File: config.mk
export PLATFORM = sky130hd
export DESIGN_NAME = lifo_stack_with_remove_by_key
export DESIGN_NICKNAME = d
export VERILOG_FILES = /design/src/design/lswr_pkg.sv /design/src/design/lswr_ctrl.sv /design/src/design/lswr_dpath.sv /design/src/design/lifo_stack_with_remove_by_key.sv
export SDC_FILE = /design/constraint.sdc
export NUM_CORES = 2
export LEC_CHECK = 0
export BUFFER_PORTS_ARGS = -buffer_cell sky130_fd_sc_hd__buf_2
export CAP_MARGIN = 15
export CORE_MARGIN = 10
export CORE_UTILIZATION = 35
export DETAILED_ROUTE_END_ITERATION = 8
export PLACE_DENSITY = 0.58
export SYNTH_ARGS = -nofsm -noshare
export SYNTH_HDL_FRONTEND = slang
export SYNTH_SLANG_ARGS = --single-unit
export TNS_END_PERCENT = 100
File: constraint.sdc
create_clock -name i_clk -period 51.4 [get_ports i_clk]
set_clock_uncertainty 0.05 [all_clocks]
set_input_delay 2.57 -clock i_clk [delete_from_list [all_inputs] [get_ports i_clk]]
set_output_delay 2.57 -clock i_clk [all_outputs]
set_load 0.01 [all_outputs]
File: src/design/lswr_pkg.sv
// Shared types and constants for the LIFO stack with remove-by-id.
`default_nettype none

package lswr_pkg;

    // Stack geometry
    localparam int STACK_DEPTH = 64;
    localparam int CNT_W       = $clog2(STACK_DEPTH + 1);

    // Field widths fixed by the interface
    localparam int ID_W    = 16;
    localparam int HND_W   = 16;
    localparam int OCNT_W  = 7;

    typedef enum logic [1:0] {
        OP_PUSH   = 2'd0,
        OP_POP    = 2'd1,
        OP_REMOVE = 2'd2,
        OP_PEEK   = 2'd3
    } t_op;

    typedef enum logic [1:0] {
        ST_OK        = 2'd0,
        ST_EMPTY     = 2'd1,
        ST_NOT_FOUND = 2'd2,
        ST_FULL      = 2'd3
    } t_status;

    typedef enum logic [1:0] {
        S_IDLE,
        S_EXEC,
        S_SCAN,
        S_RESULT
    } t_state;

    // Whole-row moves of the cell array
    typedef enum logic [1:0] {
        CELL_HOLD,
        CELL_PUSH,
        CELL_POP,
        CELL_ROTATE
    } t_cell_op;

    typedef struct packed {
        logic     latch_in;
        t_cell_op cell_op;
        logic     capture_got;
        logic     clear_got;
        logic     load_steps;
        logic     dec_steps;
        logic     load_out;
        t_status  out_status;
    } t_dp_cmd;

    typedef struct packed {
        t_op  op;
        logic empty;
        logic full;
        logic top_match;
        logic steps_zero;
    } t_dp_stat;

endpackage

`default_nettype wire

File: src/design/lswr_ctrl.sv
// Controller state machine for the LIFO stack with remove-by-id.
`default_nettype none

module lswr_ctrl (
    input  wire logic              i_clk,
    input  wire logic              i_rst_n,
    input  wire logic              i_in_valid,
    output logic                   o_in_ready,
    input  wire logic              i_out_ready,
    output logic                   o_out_valid,
    input  wire lswr_pkg::t_dp_stat i_stat,
    output lswr_pkg::t_dp_cmd       o_cmd
);
    import lswr_pkg::*;

    t_state  r_state, n_state;
    t_status r_status, n_status;
    logic    r_out_valid;
    logic    w_out_free;

    assign w_out_free  = !r_out_valid || i_out_ready;
    assign o_out_valid = r_out_valid;

    // State register
    always_ff @(posedge i_clk) begin
        if (!i_rst_n) begin
            r_state <= S_IDLE;
        end else begin
            r_state <= n_state;
        end
    end

    // Next state
    always_comb begin
        n_state = r_state;
        unique case (r_state)
            S_IDLE: begin
                if (i_in_valid) n_state = S_EXEC;
            end
            S_EXEC: begin
                if (i_stat.op == OP_REMOVE && !i_stat.empty) n_state = S_SCAN;
                else n_state = S_RESULT;
            end
            S_SCAN: begin
                if (i_stat.steps_zero) n_state = S_RESULT;
            end
            S_RESULT: begin
                if (w_out_free) n_state = S_IDLE;
            end
            default: n_state = S_IDLE;
        endcase
    end

    // Outputs and status code
    always_comb begin
        o_in_ready = 1'b0;
        o_cmd      = '0;
        o_cmd.cell_op    = CELL_HOLD;
        o_cmd.out_status = r_status;
        n_status   = r_status;
        unique case (r_state)
            S_IDLE: begin
                o_in_ready     = 1'b1;
                o_cmd.latch_in = i_in_valid;
            end
            S_EXEC: begin
                o_cmd.clear_got = 1'b1;
                unique case (i_stat.op)
                    OP_PUSH: begin
                        if (i_stat.full) begin
                            n_status = ST_FULL;
                        end else begin
                            n_status      = ST_OK;
                            o_cmd.cell_op = CELL_PUSH;
                        end
                    end
                    OP_POP: begin
                        if (i_stat.empty) begin
                            n_status = ST_EMPTY;
                        end else begin
                            n_status          = ST_OK;
                            o_cmd.cell_op     = CELL_POP;
                            o_cmd.capture_got = 1'b1;
                            o_cmd.clear_got   = 1'b0;
                        end
                    end
                    OP_REMOVE: begin
                        // not-found until the walk drops a match
                        if (i_stat.empty) begin
                            n_status = ST_EMPTY;
                        end else begin
                            n_status         = ST_NOT_FOUND;
                            o_cmd.load_steps = 1'b1;
                        end
                    end
                    OP_PEEK: begin
                        n_status = i_stat.empty ? ST_EMPTY : ST_OK;
                    end
                    default: n_status = ST_OK;
                endcase
            end
            S_SCAN: begin
                // one original entry reaches the top each cycle
                if (!i_stat.steps_zero) begin
                    o_cmd.dec_steps = 1'b1;
                    if (r_status == ST_NOT_FOUND && i_stat.top_match) begin
                        n_status          = ST_OK;
                        o_cmd.cell_op     = CELL_POP;
                        o_cmd.capture_got = 1'b1;
                    end else begin
                        o_cmd.cell_op = CELL_ROTATE;
                    end
                end
            end
            S_RESULT: begin
                o_cmd.load_out = w_out_free;
            end
            default: ;
        endcase
    end

    // Status code for the beat in flight
    always_ff @(posedge i_clk) begin
        r_status <= n_status;
    end

    // Output register valid
    always_ff @(posedge i_clk) begin
        if (!i_rst_n) begin
            r_out_valid <= 1'b0;
        end else if (o_cmd.load_out) begin
            r_out_valid <= 1'b1;
        end else if (i_out_ready) begin
            r_out_valid <= 1'b0;
        end
    end

endmodule

`default_nettype wire

File: src/design/lswr_dpath.sv
// Datapath: row of stack cells (top at cell 0), counters and result register.
`default_nettype none

module lswr_dpath (
    input  wire logic                         i_clk,
    input  wire logic                         i_rst_n,
    input  wire logic [1:0]                   i_operation,
    input  wire logic [lswr_pkg::ID_W-1:0]    i_item_id,
    input  wire logic [lswr_pkg::HND_W-1:0]   i_item_handle,
    input  wire lswr_pkg::t_dp_cmd            i_cmd,
    output lswr_pkg::t_dp_stat                o_stat,
    output logic [1:0]                        o_status,
    output logic [lswr_pkg::ID_W-1:0]         o_out_id,
    output logic [lswr_pkg::HND_W-1:0]        o_out_handle,
    output logic [lswr_pkg::ID_W-1:0]         o_top_id,
    output logic [lswr_pkg::HND_W-1:0]        o_top_handle,
    output logic [lswr_pkg::OCNT_W-1:0]       o_entry_count,
    output logic                              o_is_empty
);
    import lswr_pkg::*;

    // Cells and their lower neighbours
    logic [ID_W-1:0]  r_ids  [STACK_DEPTH];
    logic [HND_W-1:0] r_hnds [STACK_DEPTH];
    logic [ID_W-1:0]  w_next_id  [STACK_DEPTH];
    logic [HND_W-1:0] w_next_hnd [STACK_DEPTH];

    logic [CNT_W-1:0] r_count;
    logic [CNT_W-1:0] r_steps;
    t_op              r_op;
    logic [ID_W-1:0]  r_key;
    logic [HND_W-1:0] r_hnd;
    logic [ID_W-1:0]  r_got_id;
    logic [HND_W-1:0] r_got_hnd;
    logic             w_empty;

    // Result register
    t_status            r_out_status;
    logic [ID_W-1:0]    r_out_id;
    logic [HND_W-1:0]   r_out_hnd;
    logic [ID_W-1:0]    r_top_id;
    logic [HND_W-1:0]   r_top_hnd;
    logic [CNT_W-1:0]   r_out_count;
    logic               r_out_empty;

    assign w_empty = (r_count == '0);

    // Neighbour one step below; bottom cell sees itself
    for (genvar g = 0; g < STACK_DEPTH; g++) begin : g_nb
        if (g < STACK_DEPTH - 1) begin : g_mid
            assign w_next_id[g]  = r_ids[g+1];
            assign w_next_hnd[g] = r_hnds[g+1];
        end else begin : g_bot
            assign w_next_id[g]  = r_ids[g];
            assign w_next_hnd[g] = r_hnds[g];
        end
    end

    // Cell row moves
    always_ff @(posedge i_clk) begin
        unique case (i_cmd.cell_op)
            CELL_PUSH: begin
                r_ids[0]  <= r_key;
                r_hnds[0] <= r_hnd;
                for (int k = 1; k < STACK_DEPTH; k++) begin
                    r_ids[k]  <= r_ids[k-1];
                    r_hnds[k] <= r_hnds[k-1];
                end
            end
            CELL_POP: begin
                for (int k = 0; k < STACK_DEPTH; k++) begin
                    r_ids[k]  <= w_next_id[k];
                    r_hnds[k] <= w_next_hnd[k];
                end
            end
            CELL_ROTATE: begin
                // top entry wraps to the lowest occupied cell
                for (int k = 0; k < STACK_DEPTH; k++) begin
                    if (r_count == CNT_W'(k + 1)) begin
                        r_ids[k]  <= r_ids[0];
                        r_hnds[k] <= r_hnds[0];
                    end else begin
                        r_ids[k]  <= w_next_id[k];
                        r_hnds[k] <= w_next_hnd[k];
                    end
                end
            end
            CELL_HOLD: ;
            default: ;
        endcase
    end

    // Fill count
    always_ff @(posedge i_clk) begin
        if (!i_rst_n) begin
            r_count <= '0;
        end else if (i_cmd.cell_op == CELL_PUSH) begin
            r_count <= r_count + 1'b1;
        end else if (i_cmd.cell_op == CELL_POP) begin
            r_count <= r_count - 1'b1;
        end
    end

    // Walk step counter
    always_ff @(posedge i_clk) begin
        if (!i_rst_n) begin
            r_steps <= '0;
        end else if (i_cmd.load_steps) begin
            r_steps <= r_count;
        end else if (i_cmd.dec_steps) begin
            r_steps <= r_steps - 1'b1;
        end
    end

    // Input beat latch
    always_ff @(posedge i_clk) begin
        if (i_cmd.latch_in) begin
            r_op  <= t_op'(i_operation);
            r_key <= i_item_id;
            r_hnd <= i_item_handle;
        end
    end

    // Entry taken out
    always_ff @(posedge i_clk) begin
        if (i_cmd.capture_got) begin
            r_got_id  <= r_ids[0];
            r_got_hnd <= r_hnds[0];
        end else if (i_cmd.clear_got) begin
            r_got_id  <= '0;
            r_got_hnd <= '0;
        end
    end

    // Result register load
    always_ff @(posedge i_clk) begin
        if (i_cmd.load_out) begin
            r_out_status <= i_cmd.out_status;
            r_out_id     <= r_got_id;
            r_out_hnd    <= r_got_hnd;
            r_top_id     <= w_empty ? '0 : r_ids[0];
            r_top_hnd    <= w_empty ? '0 : r_hnds[0];
            r_out_count  <= r_count;
            r_out_empty  <= w_empty;
        end
    end

    assign o_stat.op         = r_op;
    assign o_stat.empty      = w_empty;
    assign o_stat.full       = (r_count == CNT_W'(STACK_DEPTH));
    assign o_stat.top_match  = (r_ids[0] == r_key);
    assign o_stat.steps_zero = (r_steps == '0);

    assign o_status      = r_out_status;
    assign o_out_id      = r_out_id;
    assign o_out_handle  = r_out_hnd;
    assign o_top_id      = r_top_id;
    assign o_top_handle  = r_top_hnd;
    assign o_entry_count = OCNT_W'(r_out_count);
    assign o_is_empty    = r_out_empty;

endmodule

`default_nettype wire

File: src/design/lifo_stack_with_remove_by_key.sv
// Top level of the LIFO stack with remove-by-id.
//
// A bounded LIFO of STACK_DEPTH (id, handle) entries held in a row of register
// cells with the top entry in cell 0. Push, pop and peek go from the execute
// state straight to the result state once the input beat is accepted.
// Remove-by-id walks the stack through the cell row, rotating one entry past
// the top per cycle and dropping the first match it meets, and its walk covers
// every entry held. One operation is in progress at a time; the result
// sits in an output register, so the next beat is accepted while it waits.
// Every result carries the status, the entry taken out (zero if none), the top
// entry after the operation (zero when empty), the entry count and an empty
// flag.
`default_nettype none

module lifo_stack_with_remove_by_key (
    input  wire logic                       i_clk,
    input  wire logic                       i_rst_n,
    input  wire logic                       i_in_valid,
    output logic                            o_in_ready,
    input  wire logic [1:0]                 i_operation,
    input  wire logic [lswr_pkg::ID_W-1:0]  i_item_id,
    input  wire logic [lswr_pkg::HND_W-1:0] i_item_handle,
    output logic                            o_out_valid,
    input  wire logic                       i_out_ready,
    output logic [1:0]                      o_status,
    output logic [lswr_pkg::ID_W-1:0]       o_out_id,
    output logic [lswr_pkg::HND_W-1:0]      o_out_handle,
    output logic [lswr_pkg::ID_W-1:0]       o_top_id,
    output logic [lswr_pkg::HND_W-1:0]      o_top_handle,
    output logic [lswr_pkg::OCNT_W-1:0]     o_entry_count,
    output logic                            o_is_empty
);
    import lswr_pkg::*;

    t_dp_cmd  w_cmd;
    t_dp_stat w_stat;

    lswr_ctrl u_ctrl (
        .i_clk       (i_clk),
        .i_rst_n     (i_rst_n),
        .i_in_valid  (i_in_valid),
        .o_in_ready  (o_in_ready),
        .i_out_ready (i_out_ready),
        .o_out_valid (o_out_valid),
        .i_stat      (w_stat),
        .o_cmd       (w_cmd)
    );

    lswr_dpath u_dpath (
        .i_clk         (i_clk),
        .i_rst_n       (i_rst_n),
        .i_operation   (i_operation),
        .i_item_id     (i_item_id),
        .i_item_handle (i_item_handle),
        .i_cmd         (w_cmd),
        .o_stat        (w_stat),
        .o_status      (o_status),
        .o_out_id      (o_out_id),
        .o_out_handle  (o_out_handle),
        .o_top_id      (o_top_id),
        .o_top_handle  (o_top_handle),
        .o_entry_count (o_entry_count),
        .o_is_empty    (o_is_empty)
    );

endmodule

`default_nettype wire

==> run_results.csv <==
group,metric,value,unit
status,status,"complete, no violations",
sta,hold_viol,0,
global_routing,grt_max_degree,244,
routing,top_layer_used,"met5",
global_routing,track_usage,18.1,%
sta,setup_viol_count_final,0,
yosys,yosysWarnings,0,
floorplanning,die_w,573,um
power_and_ir_drop,p_per_area,53.8,nW/um2
cts,post_cts_resize_count,0,
cts,cts_root_buffer,"clkbuf_16",
cts,clk_pin_slew,0.06,ns
cts,htree_levels,4,
routing,wl_met1,141000,um
worst_setup_path,crit_path_start_kind,"flop",
yosys,syn_avg_cell_area,11.9,um2
worst_setup_path,rr_startpoint,"u_dpath.r_ids[0][14]",
yosys,synth_area,107000,um2
power_and_ir_drop,power_leakage,40.8,nW
floorplanning,rows,202,
routing,routed_wl,317000,um
global_routing,antenna_found_initial,10,
placement,placed_area,111000,um2
floorplanning,core,304000,um2
final_layout,final_nets,8615,
yosys,yosys.cell_types.count,57,
cts,cts_tree,"built",
floorplanning,num_io_pins,114,
placement,place_inst,12400,
power_and_ir_drop,ir_drop,0.0599,mV
global_routing,grt_pass1_wl,478000,um
min_path,hp-class,"flop to flop",
sta,slew_headroom,9.63,%
worst_setup_path,cp_max_fo,214,
cts,clock_path_buffers,4,
final_layout,syn2layout_area_growth,11.2,%
yosys,synth_edf_count,2190,
sta,max_freq,0.118,GHz
routing,vias,75800,
routing,final_antenna_net_count,0,
placement,routabilityCongestion,0.804,
cts,cts_buffers,241,
placement,hpwl,193000,um
global_routing,grt_pass1_vias,72900,
cts,cts_sinks,2207,
floorplanning,die_area,328000,um2
worst_setup_path,cp_data_required_time,51.91,ns
sta,tns,0,ns
yosys,ys.flop_type,"edfxtp_1",
worst_setup_path,cp-startpoint,"u_dpath.r_ids[0][14]",
final_layout,drive_gt1_share,10.2,%
min_path,worstHoldStart,"u_dpath.r_got_id[3]",
sta,worst_hold_slack,0.367,ns
routing,dr_wl_met2,142000,um
sta,fin_crit_sh,16.4,%
routing,drt_iter0_drc,8804,
routing,drc,0,
sta,tightest_slew,1.36,ns
worst_setup_path,end_kind,"flop",
floorplanning,start_util,35.3,%
yosys,synth-seq-area-share,61.8,%
final_layout,stdcell_count,12900,
routing,met3_length,22600,um
worst_setup_path,crit_type,"flop to flop",
routing,viasPerCell,5.89,
global_routing,grt-ovfl-total,0,
yosys,synth_seq_cells,2207,
routing,dr.pass1.iters,6,
routing,post_drt_wl_per_cell,24.6,um
sta,rsz0062_at_grt,"no",
sta,period_needed,8.44,ns
sta,maxSlewViolCount,0,
floorplanning,die_h,573,um
cts,post_cts_buffers,0,
final_layout,finalInstanceArea,119000,um2
yosys,synthCells,8973,
worst_setup_path,arrival,8.95,ns
job,cap_violations,0,
yosys,async_flop_share,0,%
placement,io_buffers,113,
cts,hold_buffers,0,
yosys,syn_nets,9025,
cts,clock_latency,0.93,ns
## worst max-delay path: stages (launching register included)
cell	delay, ns
edfxtp_1	0.41
xor2_1	0.18
nor4_1	0.74
nand3_1	0.67
o311ai_4	0.40
buf_4	0.51
inv_8	0.33
ha_4	0.40
nor2_4	0.15
buf_12	0.56
buf_4	0.80
buf_4	0.75
buf_4	0.92
buf_4	0.69
o21ai_0	0.21
## worst paths after layout
path / end / slack [ns] / cells after the start
hold reg to reg: u_dpath.o_out_id[3] / 0.37 / 0
setup / recovery: u_dpath.r_hnds[1][108] / 42.96 / 14
hold / removal: u_dpath.o_out_id[3] / 0.37 / 0
setup reg to reg: u_dpath.r_hnds[1][108] / 42.96 / 14
## metrics by stage
step | power, W | worst slack [ns] | utilization (%)
floorplan | 0.00504 | 8.60 | -
global placement | 0.00460 | 43.23 | 36.6
detailed placement | 0.00465 | 43.04 | 36.6
CTS | 0.00641 | 42.95 | 39.2
global route | 0.00670 | 42.49 | 39.2
finish | 0.00640 | 42.96 | 39.2
## layout by cell type (no fill, tap or decap), drive strengths merged, types with 3 or more instances in the layout
master / synthesis / layout
nor2b: 96 / 96
a2bb2oi: 785 / 785
and2: 65 / 65
clkinv: 0 / 105
xor2: 23 / 23
bufinv: 0 / 26
mux2i: 659 / 659
nand2: 1493 / 1493
clkbuf: 809 / 298
nor3: 8 / 8
nor3b: 3 / 3
o22a: 14 / 14
a22oi: 367 / 367
diode: 0 / 21
o21ai: 605 / 605
o31ai: 6 / 6
or2: 30 / 30
a211oi: 76 / 76
and3: 47 / 47
mux2: 96 / 96
nand4: 4 / 4
dfxtp: 17 / 17
nand3: 20 / 20
ha: 14 / 14
a21oi: 141 / 141
a221o: 78 / 78
buf: 159 / 315
nor2: 221 / 221
nor4: 4 / 4
inv: 28 / 34
clkinvlp: 0 / 14
o211ai: 4 / 4
a31oi: 125 / 125
xnor2: 3 / 3
edfxtp: 2190 / 2190
o22ai: 756 / 756
nand2b: 4 / 4
o2111ai: 4 / 4
nand3b: 3 / 3
## sequential cells by signal, summed over array words and instances, names as in the netlist, 2 cells and up
| name | flops |
|---|---|
| u_dpath.r_got_id | 16 |
| u_dpath.o_top_id | 16 |
| u_dpath.r_key | 16 |
| u_dpath.o_status | 2 |
| u_ctrl.r_state | 2 |
| u_ctrl.r_status | 2 |
| u_dpath.r_ids | 1024 |
| u_dpath.o_out_id | 16 |
| u_dpath.r_hnds | 1024 |
| u_dpath.r_steps | 7 |
| u_dpath.r_got_hnd | 16 |
| u_dpath.r_op | 2 |
| u_dpath.r_count | 7 |
| u_dpath.o_top_handle | 16 |
| u_dpath.o_out_handle | 16 |
| u_dpath.r_hnd | 16 |
| u_dpath.o_entry_count | 7 |
## Yosys cell counts (6+ instances only)
cell type	n	area, um2
a31oi_1	124	776
nor2_1	219	822
dfxtp_1	17	340
a2bb2oi_1	785	6880
mux2i_1	659	6600
edfxtp_1	2190	65800
a221o_1	78	781
o22a_1	14	123
buf_2	121	606
nand2_1	1493	5600
inv_1	27	101
o31ai_1	6	45.0
nor2b_1	96	601
a21oi_1	121	606
buf_1	34	128
o21ai_0	602	3010
xor2_1	23	201
and3_1	47	294
nor3_1	8	40.0
or2_2	30	188
o22ai_1	756	4730
clkbuf_1	809	3040
a22oi_1	367	2760
mux2_2	96	1080
a21oi_2	20	175
nand3_1	20	100
and2_1	63	394
a211oi_1	74	556
ha_1	14	175
## area by class of cell
type	count	area [um2]
Multi-Input combinational cell	5770	37500
Fill cell	28900	185000
Tap cell	4080	5100
Clock buffer	298	6350
Antenna cell	21	52.6
Sequential cell	2207	66100
Timing Repair Buffer	315	2250
Clock inverter	151	1540
Inverter	28	128
## cells by family after synthesis
| family | after synthesis | share of synthesized area (%) |
|---|---|---|
| AOI/OAI and AO/OA | 2970 | 19.3 |
| xor gates and xnor gates | 26 | 0.213 |
| and+or+nand+nor | 2005 | 7.72 |
| buffers and inverters | 996 | 3.65 |
| muxes | 755 | 7.17 |
| adders and majority gates | 14 | 0.164 |
| DFF | 2207 | 61.8 |
## layer usage
layer  global-route usage, %  up-vias
met3                    2.77      513
met2                    27.7     2996
met4                    5.97        4
met1                    26.2    38300
li1                        -    34000
met5                       0        -
## where the power goes
part / leakage (nW) / switching (W) / internal, W
registers: 20.0 / 0.000257 / 0.00269
clock network: 3.83 / 0.000755 / 0.00101
logic: 17.0 / 0.00113 / 0.000561
No activity file was read; power rests on OpenSTA's default activity.
